[src/sv/sfr_pkg.sv]
// Shared types, constants and match function for the find-and-replace block.
// No dependencies.
`timescale 1ns / 1ps

package sfr_pkg;

  localparam int PATTERN_MAX = 8;
  localparam int REPLACE_MAX = 8;
  localparam int CNT_W       = 4;   // holds 0..8
  localparam int IDX_W       = 3;   // byte index 0..7
  localparam int WORD_W      = 64;
  localparam int ADDR_W      = 5;
  localparam int QDEPTH      = 2;

  localparam logic [WORD_W-1:0] PATTERN_RST = 64'h0000_0000_6163_6163; // "caca"
  localparam logic [CNT_W-1:0]  PLEN_RST    = 4'd4;
  localparam logic [WORD_W-1:0] REPLACE_RST = 64'h0000_0074_756f_7270; // "prout"
  localparam logic [CNT_W-1:0]  RLEN_RST    = 4'd5;

  // register indexes (byte address / 8)
  localparam logic [1:0] REG_PATTERN = 2'd0;
  localparam logic [1:0] REG_PLEN    = 2'd1;
  localparam logic [1:0] REG_REPLACE = 2'd2;
  localparam logic [1:0] REG_RLEN    = 2'd3;

  typedef struct packed {
    logic [7:0] in_byte;
    logic       end_of_text;
  } in_item_t;

  typedef struct packed {
    logic [7:0] out_byte;
    logic       run_last;
    logic       stream_last;
  } out_item_t;

  // effective configuration, lengths already limited to 1..8
  typedef struct packed {
    logic [WORD_W-1:0] pattern;
    logic [CNT_W-1:0]  plen;
    logic [WORD_W-1:0] replace;
    logic [CNT_W-1:0]  rlen;
  } cfg_t;

  // one run of output bytes: byte 0 of word first
  typedef struct packed {
    logic [WORD_W-1:0] word;
    logic [CNT_W-1:0]  count;
    logic              last;
  } job_t;

  typedef struct packed {
    logic full;
    logic empty;
  } q_status_t;

  function automatic logic [CNT_W-1:0] clamp_len(logic [CNT_W-1:0] v, int maxv);
    logic [CNT_W-1:0] r;
    r = v;
    if (v == '0) r = CNT_W'(1);
    else if (v > CNT_W'(maxv)) r = CNT_W'(maxv);
    return r;
  endfunction

  function automatic logic [7:0] byte_of(logic [WORD_W-1:0] w, logic [IDX_W-1:0] i);
    return w[{i, 3'b000} +: 8];
  endfunction

  // Longest prefix of the pattern that ends the held prefix (old_m bytes)
  // followed by c. Shift s aligns pattern byte j with held byte s+j; the
  // smallest shift that fits gives the longest match.
  function automatic logic [CNT_W-1:0] next_match(logic [WORD_W-1:0] pat,
                                                 logic [IDX_W-1:0] old_m,
                                                 logic [7:0] c);
    logic [CNT_W-1:0] m;
    logic [CNT_W-1:0] k;
    logic             ok;
    int               s;
    int               j;
    m = '0;
    for (s = PATTERN_MAX - 1; s >= 0; s--) begin
      if (IDX_W'(s) <= old_m) begin
        k  = {1'b0, old_m} + CNT_W'(1) - CNT_W'(s);
        ok = (byte_of(pat, IDX_W'(k - CNT_W'(1))) == c);
        for (j = 0; j < PATTERN_MAX - 1; j++) begin
          if (CNT_W'(j) < k - CNT_W'(1))
            ok = ok && (byte_of(pat, IDX_W'(j)) == byte_of(pat, IDX_W'(s + j)));
        end
        if (ok) m = k;
      end
    end
    return m;
  endfunction

endpackage

[src/sv/sfr_cfg.sv]
// Configuration registers behind the APB-style port.
// Depends on sfr_pkg.
`timescale 1ns / 1ps

module sfr_cfg (
  input  logic                       clk,
  input  logic                       rst_n,
  input  logic                       psel,
  input  logic                       penable,
  input  logic                       pwrite,
  input  logic [sfr_pkg::ADDR_W-1:0] paddr,
  input  logic [sfr_pkg::WORD_W-1:0] pwdata,
  output logic [sfr_pkg::WORD_W-1:0] prdata,
  output logic                       pready,
  output sfr_pkg::cfg_t              cfg
);
  import sfr_pkg::*;

  logic [WORD_W-1:0] pattern_r;
  logic [CNT_W-1:0]  plen_r;
  logic [WORD_W-1:0] replace_r;
  logic [CNT_W-1:0]  rlen_r;
  logic [1:0]        reg_idx;
  logic              wr_en;

  assign pready  = 1'b1;
  assign reg_idx = paddr[4:3];
  assign wr_en   = psel && penable && pwrite && pready;

  always_ff @(posedge clk) begin
    if (!rst_n) begin
      pattern_r <= PATTERN_RST;
      plen_r    <= PLEN_RST;
      replace_r <= REPLACE_RST;
      rlen_r    <= RLEN_RST;
    end else if (wr_en) begin
      case (reg_idx)
        REG_PATTERN: pattern_r <= pwdata;
        REG_PLEN:    plen_r    <= pwdata[CNT_W-1:0];
        REG_REPLACE: replace_r <= pwdata;
        REG_RLEN:    rlen_r    <= pwdata[CNT_W-1:0];
        default: ;
      endcase
    end
  end

  always_comb begin
    case (reg_idx)
      REG_PATTERN: prdata = pattern_r;
      REG_PLEN:    prdata = {{(WORD_W-CNT_W){1'b0}}, plen_r};
      REG_REPLACE: prdata = replace_r;
      REG_RLEN:    prdata = {{(WORD_W-CNT_W){1'b0}}, rlen_r};
      default:     prdata = '0;
    endcase
  end

  always_comb begin
    cfg.pattern = pattern_r;
    cfg.plen    = clamp_len(plen_r, PATTERN_MAX);
    cfg.replace = replace_r;
    cfg.rlen    = clamp_len(rlen_r, REPLACE_MAX);
  end

endmodule

[src/sv/sfr_front.sv]
// Front end: accepts text bytes, tracks the matched prefix and turns each
// byte into an output run (replacement or released text). Depends on sfr_pkg.
`timescale 1ns / 1ps

module sfr_front (
  input  logic              clk,
  input  logic              rst_n,
  input  sfr_pkg::cfg_t     cfg,
  input  logic              in_valid,
  output logic              in_stall,
  input  sfr_pkg::in_item_t in_data,
  input  sfr_pkg::q_status_t q_stat,
  output logic              push,
  output sfr_pkg::job_t     push_job
);
  import sfr_pkg::*;

  logic [CNT_W-1:0]  matched_r;
  logic [CNT_W-1:0]  matched_nxt;
  logic [IDX_W-1:0]  old_m;
  logic [CNT_W-1:0]  m;
  logic [CNT_W-1:0]  emit;
  logic [WORD_W-1:0] held_word;
  logic              accept;
  logic              last;
  int                i;

  assign in_stall = q_stat.full;
  assign accept   = in_valid && !in_stall;
  assign last     = in_data.end_of_text;

  always_comb begin
    // a held prefix longer than the pattern allows is cut back to plen-1
    if (matched_r >= cfg.plen) old_m = IDX_W'(cfg.plen - CNT_W'(1));
    else                       old_m = IDX_W'(matched_r);

    m = next_match(cfg.pattern, old_m, in_data.in_byte);

    // held prefix with the new byte behind it
    held_word = cfg.pattern;
    for (i = 0; i < PATTERN_MAX; i++) begin
      if (IDX_W'(i) == old_m) held_word[i*8 +: 8] = in_data.in_byte;
    end

    emit          = {1'b0, old_m} + CNT_W'(1) - m;
    push_job.last = last;
    if (m == cfg.plen) begin
      push_job.word  = cfg.replace;
      push_job.count = cfg.rlen;
      matched_nxt    = '0;
    end else if (last) begin
      // released bytes plus the flushed prefix are the whole held text
      push_job.word  = held_word;
      push_job.count = {1'b0, old_m} + CNT_W'(1);
      matched_nxt    = '0;
    end else begin
      push_job.word  = held_word;
      push_job.count = emit;
      matched_nxt    = m;
    end
    push = accept && (push_job.count != '0);
  end

  always_ff @(posedge clk) begin
    if (!rst_n) begin
      matched_r <= '0;
    end else if (accept) begin
      matched_r <= matched_nxt;
    end
  end

endmodule

[src/sv/sfr_queue.sv]
// Two-entry queue of output runs between front and back end.
// Depends on sfr_pkg.
`timescale 1ns / 1ps

module sfr_queue (
  input  logic               clk,
  input  logic               rst_n,
  input  logic               push,
  input  sfr_pkg::job_t      push_job,
  input  logic               pop,
  output sfr_pkg::job_t      head,
  output sfr_pkg::q_status_t q_stat
);
  import sfr_pkg::*;

  localparam int PTR_W = $clog2(QDEPTH);

  job_t             entry_r [QDEPTH];
  logic [PTR_W-1:0] wr_ptr_r;
  logic [PTR_W-1:0] rd_ptr_r;
  logic [PTR_W:0]   cnt_r;

  assign q_stat.full  = (cnt_r == (PTR_W+1)'(QDEPTH));
  assign q_stat.empty = (cnt_r == '0);
  assign head         = entry_r[rd_ptr_r];

  always_ff @(posedge clk) begin
    if (push) entry_r[wr_ptr_r] <= push_job;
  end

  always_ff @(posedge clk) begin
    if (!rst_n) begin
      wr_ptr_r <= '0;
      rd_ptr_r <= '0;
      cnt_r    <= '0;
    end else begin
      if (push) wr_ptr_r <= wr_ptr_r + PTR_W'(1);
      if (pop)  rd_ptr_r <= rd_ptr_r + PTR_W'(1);
      case ({push, pop})
        2'b10:   cnt_r <= cnt_r + (PTR_W+1)'(1);
        2'b01:   cnt_r <= cnt_r - (PTR_W+1)'(1);
        default: cnt_r <= cnt_r;
      endcase
    end
  end

endmodule

[src/sv/sfr_back.sv]
// Back end: plays out one run at a time, one byte per cycle while out_stall is low.
// Depends on sfr_pkg.
`timescale 1ns / 1ps

module sfr_back (
  input  logic               clk,
  input  logic               rst_n,
  input  sfr_pkg::job_t      head,
  input  sfr_pkg::q_status_t q_stat,
  output logic               pop,
  output logic               out_valid,
  input  logic               out_stall,
  output sfr_pkg::out_item_t out_data
);
  import sfr_pkg::*;

  job_t             job_r;
  logic             busy_r;
  logic [IDX_W-1:0] idx_r;
  logic             fire;
  logic             run_end;

  assign out_valid = busy_r;
  assign fire      = busy_r && !out_stall;
  assign run_end   = ({1'b0, idx_r} == job_r.count - CNT_W'(1));
  assign pop       = !q_stat.empty && (!busy_r || (fire && run_end));

  always_comb begin
    out_data.out_byte    = byte_of(job_r.word, idx_r);
    out_data.run_last    = run_end;
    out_data.stream_last = run_end && job_r.last;
  end

  always_ff @(posedge clk) begin
    if (pop) job_r <= head;
  end

  always_ff @(posedge clk) begin
    if (!rst_n) begin
      busy_r <= 1'b0;
      idx_r  <= '0;
    end else if (pop) begin
      busy_r <= 1'b1;
      idx_r  <= '0;
    end else if (fire) begin
      if (run_end) busy_r <= 1'b0;
      else         idx_r  <= idx_r + IDX_W'(1);
    end
  end

endmodule

[src/sv/stream_find_replace.sv]
// Streaming find-and-replace-all: top level joining config, front end,
// run queue and back end. Depends on sfr_pkg and the sfr_* modules.
//
// Takes one text byte per cycle and replaces every leftmost, non-overlapping
// occurrence of the pattern (1..8 bytes) with the replacement (1..8 bytes).
// Each input byte is classified in the cycle it is accepted and becomes a run
// of 0 to 8 output bytes; runs leave at one byte per cycle while out_stall is
// low, and a run of released text or of the replacement holds the output side
// until it has played out. A two-run queue sits between the sides, so the input
// keeps taking one byte per cycle while runs are a single byte long and stalls
// only when two runs are waiting. A byte flagged end_of_text flushes any held
// partial match and marks its last output with stream_last. A run passes through
// the queue and the back end's run register. Config is APB at byte address 8*i.
`timescale 1ns / 1ps

module stream_find_replace (
  input  logic                       clk,
  input  logic                       rst_n,
  input  logic                       in_valid,
  output logic                       in_stall,
  input  sfr_pkg::in_item_t          in_data,
  output logic                       out_valid,
  input  logic                       out_stall,
  output sfr_pkg::out_item_t         out_data,
  input  logic                       psel,
  input  logic                       penable,
  input  logic                       pwrite,
  input  logic [sfr_pkg::ADDR_W-1:0] paddr,
  input  logic [sfr_pkg::WORD_W-1:0] pwdata,
  output logic [sfr_pkg::WORD_W-1:0] prdata,
  output logic                       pready
);
  import sfr_pkg::*;

  cfg_t      cfg;
  q_status_t q_stat;
  job_t      push_job;
  job_t      head;
  logic      push;
  logic      pop;

  sfr_cfg u_cfg (
    .clk     (clk),
    .rst_n   (rst_n),
    .psel    (psel),
    .penable (penable),
    .pwrite  (pwrite),
    .paddr   (paddr),
    .pwdata  (pwdata),
    .prdata  (prdata),
    .pready  (pready),
    .cfg     (cfg)
  );

  sfr_front u_front (
    .clk      (clk),
    .rst_n    (rst_n),
    .cfg      (cfg),
    .in_valid (in_valid),
    .in_stall (in_stall),
    .in_data  (in_data),
    .q_stat   (q_stat),
    .push     (push),
    .push_job (push_job)
  );

  sfr_queue u_queue (
    .clk      (clk),
    .rst_n    (rst_n),
    .push     (push),
    .push_job (push_job),
    .pop      (pop),
    .head     (head),
    .q_stat   (q_stat)
  );

  sfr_back u_back (
    .clk       (clk),
    .rst_n     (rst_n),
    .head      (head),
    .q_stat    (q_stat),
    .pop       (pop),
    .out_valid (out_valid),
    .out_stall (out_stall),
    .out_data  (out_data)
  );

endmodule

[config.mk]
export PLATFORM = sky130hd
export DESIGN_NAME = stream_find_replace
export DESIGN_NICKNAME = d
export VERILOG_FILES = /design/src/sv/sfr_pkg.sv /design/src/sv/sfr_cfg.sv /design/src/sv/sfr_front.sv /design/src/sv/sfr_queue.sv /design/src/sv/sfr_back.sv /design/src/sv/stream_find_replace.sv
export SDC_FILE = /design/constraint.sdc
export NUM_CORES = 1
export LEC_CHECK = 0
export CAP_MARGIN = 20
export CORE_ASPECT_RATIO = 1.25
export CORE_UTILIZATION = 50
export CTS_BUF_LIST = sky130_fd_sc_hd__clkbuf_2 sky130_fd_sc_hd__clkbuf_4 sky130_fd_sc_hd__clkbuf_8
export DETAILED_ROUTE_END_ITERATION = 10
export DONT_BUFFER_PORTS = 1
export MAX_ROUTING_LAYER = met4
export PLACE_DENSITY = 0.64
export SLEW_MARGIN = 40
export SYNTH_ARGS = -nofsm -noshare
export SYNTH_HDL_FRONTEND = slang
export SYNTH_SLANG_ARGS = --single-unit
[constraint.sdc]
create_clock -name clk -period 14.7 [get_ports clk]
set_input_delay 1.47 -clock clk [delete_from_list [all_inputs] [get_ports clk]]
set_output_delay 1.47 -clock clk [all_outputs]
set_load 0.01 [all_outputs]
==> impl_metrics.yaml <==
run_status:
  status: "complete, no violations"
global_route:
  antenna_found_initial: 7
  grt_start_max_net_pins: 147
  grt_usage_pct: 41.4
  number_of_global_route_vias_before_repair: 23400
  total_congestion_overflow: 0
  grt_pass1_wl_um: 163000
critical_path:
  reg2reg_to: "u_queue.cnt_r[1]"
  worst_setup_path_endpoint: "u_queue.cnt_r[1]"
  startpoint_type: "flop"
  cp_data_arrival_time_ns: 12.32
  worstSetupStartpoint: "u_cfg.plen_r[0]"
  critical_path.max_stage_delay_ns: 0.79
  cp.buffers_inverters: 6
  rr_startpoint: "u_cfg.plen_r[0]"
  sort_of_element_at_the_end_of_the_critical_path: "flop"
  critPathTopFamily: "compound AO/OA/AOI/OAI gates"
  cp_max_fo: 39
  worstRegToRegCells: 35
  r2r_slack_ns: 2.90
  cp_num_cells: 35
  required_ns: 15.22
  critPathSlowestCell: "sky130_fd_sc_hd__a211oi_1"
  timing.setup.critical_path_class: "flop to flop"
clock_tree:
  postCtsHoldBufs: 0
  clkTransAtPathRegs_ns: 0.06
  cts_tree: "yes"
  cts-root-buf: "sky130_fd_sc_hd__clkbuf_8"
  cts_repair_resize_count: 0
  h-tree-depth: 2
  cts_setup_buffers: 0
  total_cts_buffers: 51
  insertion_delay_ns: 0.65
  cts_max_path_buffers: 3
  cts_sinks: 355
sta:
  clock.fmax_mhz: 84.7
  unrepaired_setup_endpoints_after_global_routing: "no"
  post-route-min-period_ns: 11.80
  final-hold-violation-count: 0
  share_of_the_clock_period_used_by_the_worst_path_after_layout_pct: 80.3
  worst_clock_skew_ns: 0.0575
  report.final.setup_viol: 0
  max_slew_headroom_at_the_worst_pin_pct: 37.8
  drv_slew: 0
  setup_total_negative_slack_ns: 0
  worst_slew_pin_slew_ns: 0.927
floorplanning:
  fp.coreArea_um2: 53800
  die_x_um: 211
  placement_rows: 95
  pin_count: 162
  die_height_um: 263
  die-area_um2: 55500
  floorplan.initialDensity_pct: 50.7
power_and_ir_drop:
  irDropWorstVdd_uv: 194
  cell_leakage_power_nw: 10.4
  power_mw: 2.89
  powerDensity_nw_per_um2: 99.8
yosys:
  ys_top_cells_by_area: "sky130_fd_sc_hd__edfxtp_1 (23%), sky130_fd_sc_hd__dfxtp_1 (11%), sky130_fd_sc_hd__mux4_2 (8.2%)"
  share_of_the_synthesized_area_in_compound_gates_ao_oa_aoi_oai_pct: 12.9
  synth-edff-count: 207
  synth_simple_gate_area_share_pct: 16.7
  ys_seq_elements: 355
  synth_ff_type: "sky130_fd_sc_hd__edfxtp_1"
  synth_area_per_cell_um2: 9.22
  synth_nets: 3073
  synth.yosys.seq_area_share_pct: 33.6
  yosys_warnings: 0
  synth_cells: 2961
  synthArstFlopShare_pct: 0
  synth_top_family_by_area: "multiplexers"
  synth_adder_area_share_pct: 1.26
  synth_area_um2: 27300
  ys_types: 96
  synth.mux.area_fraction_pct: 19.7
  yosys.area_share.xor_xnor_pct: 10.1
  fraction_of_post_synthesis_cell_area_in_the_top_cell_type_by_area_pct: 22.8
  synth_area_leader_cell: "sky130_fd_sc_hd__edfxtp_1"
layout:
  final_layout_size_suffix_gt1_share_pct: 16.1
  mostFrequentLayoutCell: "sky130_fd_sc_hd__nand2_1"
  fin_util_pct: 53.8
  number_of_fill_cells: 4869
  finalNonFillerCells: 3563
  final_cell_mix: "sky130_fd_sc_hd__nand2_1 (445), sky130_fd_sc_hd__edfxtp_1 (207), sky130_fd_sc_hd__mux2i_1 (202)"
  finalNetCount: 2901
  area_delta_synth_final_pct: 6.12
detailed_routing:
  detail_route.drc_violations: 0
  wire_per_inst_um: 31.7
  num_vias: 24700
  drt-pass1-iter-count: 6
  finalWirelength_um: 113000
  drt.antenna.violating_nets: 0
  post_drt_via_cell_ratio: 6.93
  first_iter_violations: 3289
placed_design:
  dp_hpwl_um: 73900
  io_buffers: 0
  place_inst: 3459
  gp_congestion: 1.03
job:
  timing.max_cap.violations: 0
hold_path:
  holdCritPathClass: "flop to flop"
[final cells by class]
type	count	area [um^2]	share of cell area (%)
Clock buffer	75	926	3.20
Sequential cell	355	9180	31.7
Tap cell	727	910	3.14
Antenna cell	6	15.0	0.0518
Multi-Input combinational cell	2232	16700	57.8
Inverter	31	118	0.406
Timing Repair Buffer	118	941	3.25
Clock inverter	19	141	0.488
[metal layers]
layer / part of all wire (%) / global-route usage, %
met4: 8.4 / 28.3
met1: 37 / 49.7
met3: 10 / 8.88
met5: 0 / -
met2: 44 / 61.9
[through the flow]
step / cell area (um^2) / setup slack [ns] / hold WS, ns
floorplan: 27300 / 1.51 / 0.453
global placement: 27800 / 3.38 / 0.464
detailed placement: 27800 / 3.17 / 0.471
CTS: 28900 / 3.13 / 0.482
global route: 29000 / 2.54 / 0.503
finish: 29000 / 2.90 / 0.479
[flip-flops by register name, indices dropped and copies added, names as in the netlist]
register,flops
u_queue.entry_r,138
u_back.job_r,69
u_cfg.pattern_r,64
u_cfg.replace_r,64
u_cfg.plen_r,4
u_cfg.rlen_r,4
u_front.matched_r,4
u_back.idx_r,3
u_queue.cnt_r,2
u_back.out_valid,1
u_queue.rd_ptr_r,1
u_queue.wr_ptr_r,1
[report_power, final]
group          internal (mW)  leakage, nW  switching [mW]  total, mW
combinational          0.303         6.75           0.476      0.779
clock                  0.440        0.563           0.386      0.826
sequential              1.25         3.12          0.0407       1.29
[synthesized netlist by cell type (20+ instances only)]
| cell type | count |
|---|---|
| sky130_fd_sc_hd__a211oi_1 | 32 |
| sky130_fd_sc_hd__a21boi_0 | 98 |
| sky130_fd_sc_hd__a21oi_1 | 57 |
| sky130_fd_sc_hd__and2_1 | 21 |
| sky130_fd_sc_hd__buf_1 | 49 |
| sky130_fd_sc_hd__buf_2 | 47 |
| sky130_fd_sc_hd__clkbuf_1 | 230 |
| sky130_fd_sc_hd__dfxtp_1 | 148 |
| sky130_fd_sc_hd__edfxtp_1 | 207 |
| sky130_fd_sc_hd__ha_1 | 26 |
| sky130_fd_sc_hd__inv_1 | 26 |
| sky130_fd_sc_hd__mux2_2 | 95 |
| sky130_fd_sc_hd__mux2i_1 | 202 |
| sky130_fd_sc_hd__mux4_2 | 99 |
| sky130_fd_sc_hd__nand2_1 | 446 |
| sky130_fd_sc_hd__nand3_1 | 89 |
| sky130_fd_sc_hd__nand4_1 | 40 |
| sky130_fd_sc_hd__nor2_1 | 162 |
| sky130_fd_sc_hd__nor3_1 | 44 |
| sky130_fd_sc_hd__nor4_1 | 60 |
| sky130_fd_sc_hd__o21ai_0 | 126 |
| sky130_fd_sc_hd__or3_1 | 20 |
| sky130_fd_sc_hd__xnor2_1 | 136 |
| sky130_fd_sc_hd__xor2_1 | 175 |
[cell families after synthesis]
logic type                 after synthesis
AOI/OAI and AO/OA                      509
other                                    1
xor gates and xnor gates               312
buffers and inverters                  374
adders and majority gates               27
and+or+nand+nor                        981
DFF                                    355
muxes                                  402
[worst register-to-register path, delay by kind of cell, from the launching register on]
kind / cells / cell delay (ns)
AND/OR/NAND/NOR: 9 / 2.29
adder cells (fa/ha/maj): 5 / 2.28
flip-flops: 1 / 0.49
XOR/XNOR: 3 / 0.72
buffers and inverters: 6 / 1.97
multiplexers: 1 / 0.33
AO/OA/AOI/OAI: 11 / 3.65
[how the worst min path moves through the flow]
stage                         from             endpoint  slack (ns)  cells past startpoint
2_1_floorplan  u_cfg.replace_r[39]  u_cfg.replace_r[39]        0.45                      2
6_report       u_cfg.replace_r[32]  u_cfg.replace_r[32]        0.48                      2
3_3_place_gp   u_cfg.replace_r[10]  u_cfg.replace_r[10]        0.46                      2
5_1_grt        u_cfg.replace_r[32]  u_cfg.replace_r[32]        0.50                      2
4_1_cts        u_cfg.replace_r[63]  u_cfg.replace_r[63]        0.48                      2
3_5_place_dp   u_cfg.replace_r[63]  u_cfg.replace_r[63]        0.47                      2
Power figures use the tool's default switching activity.
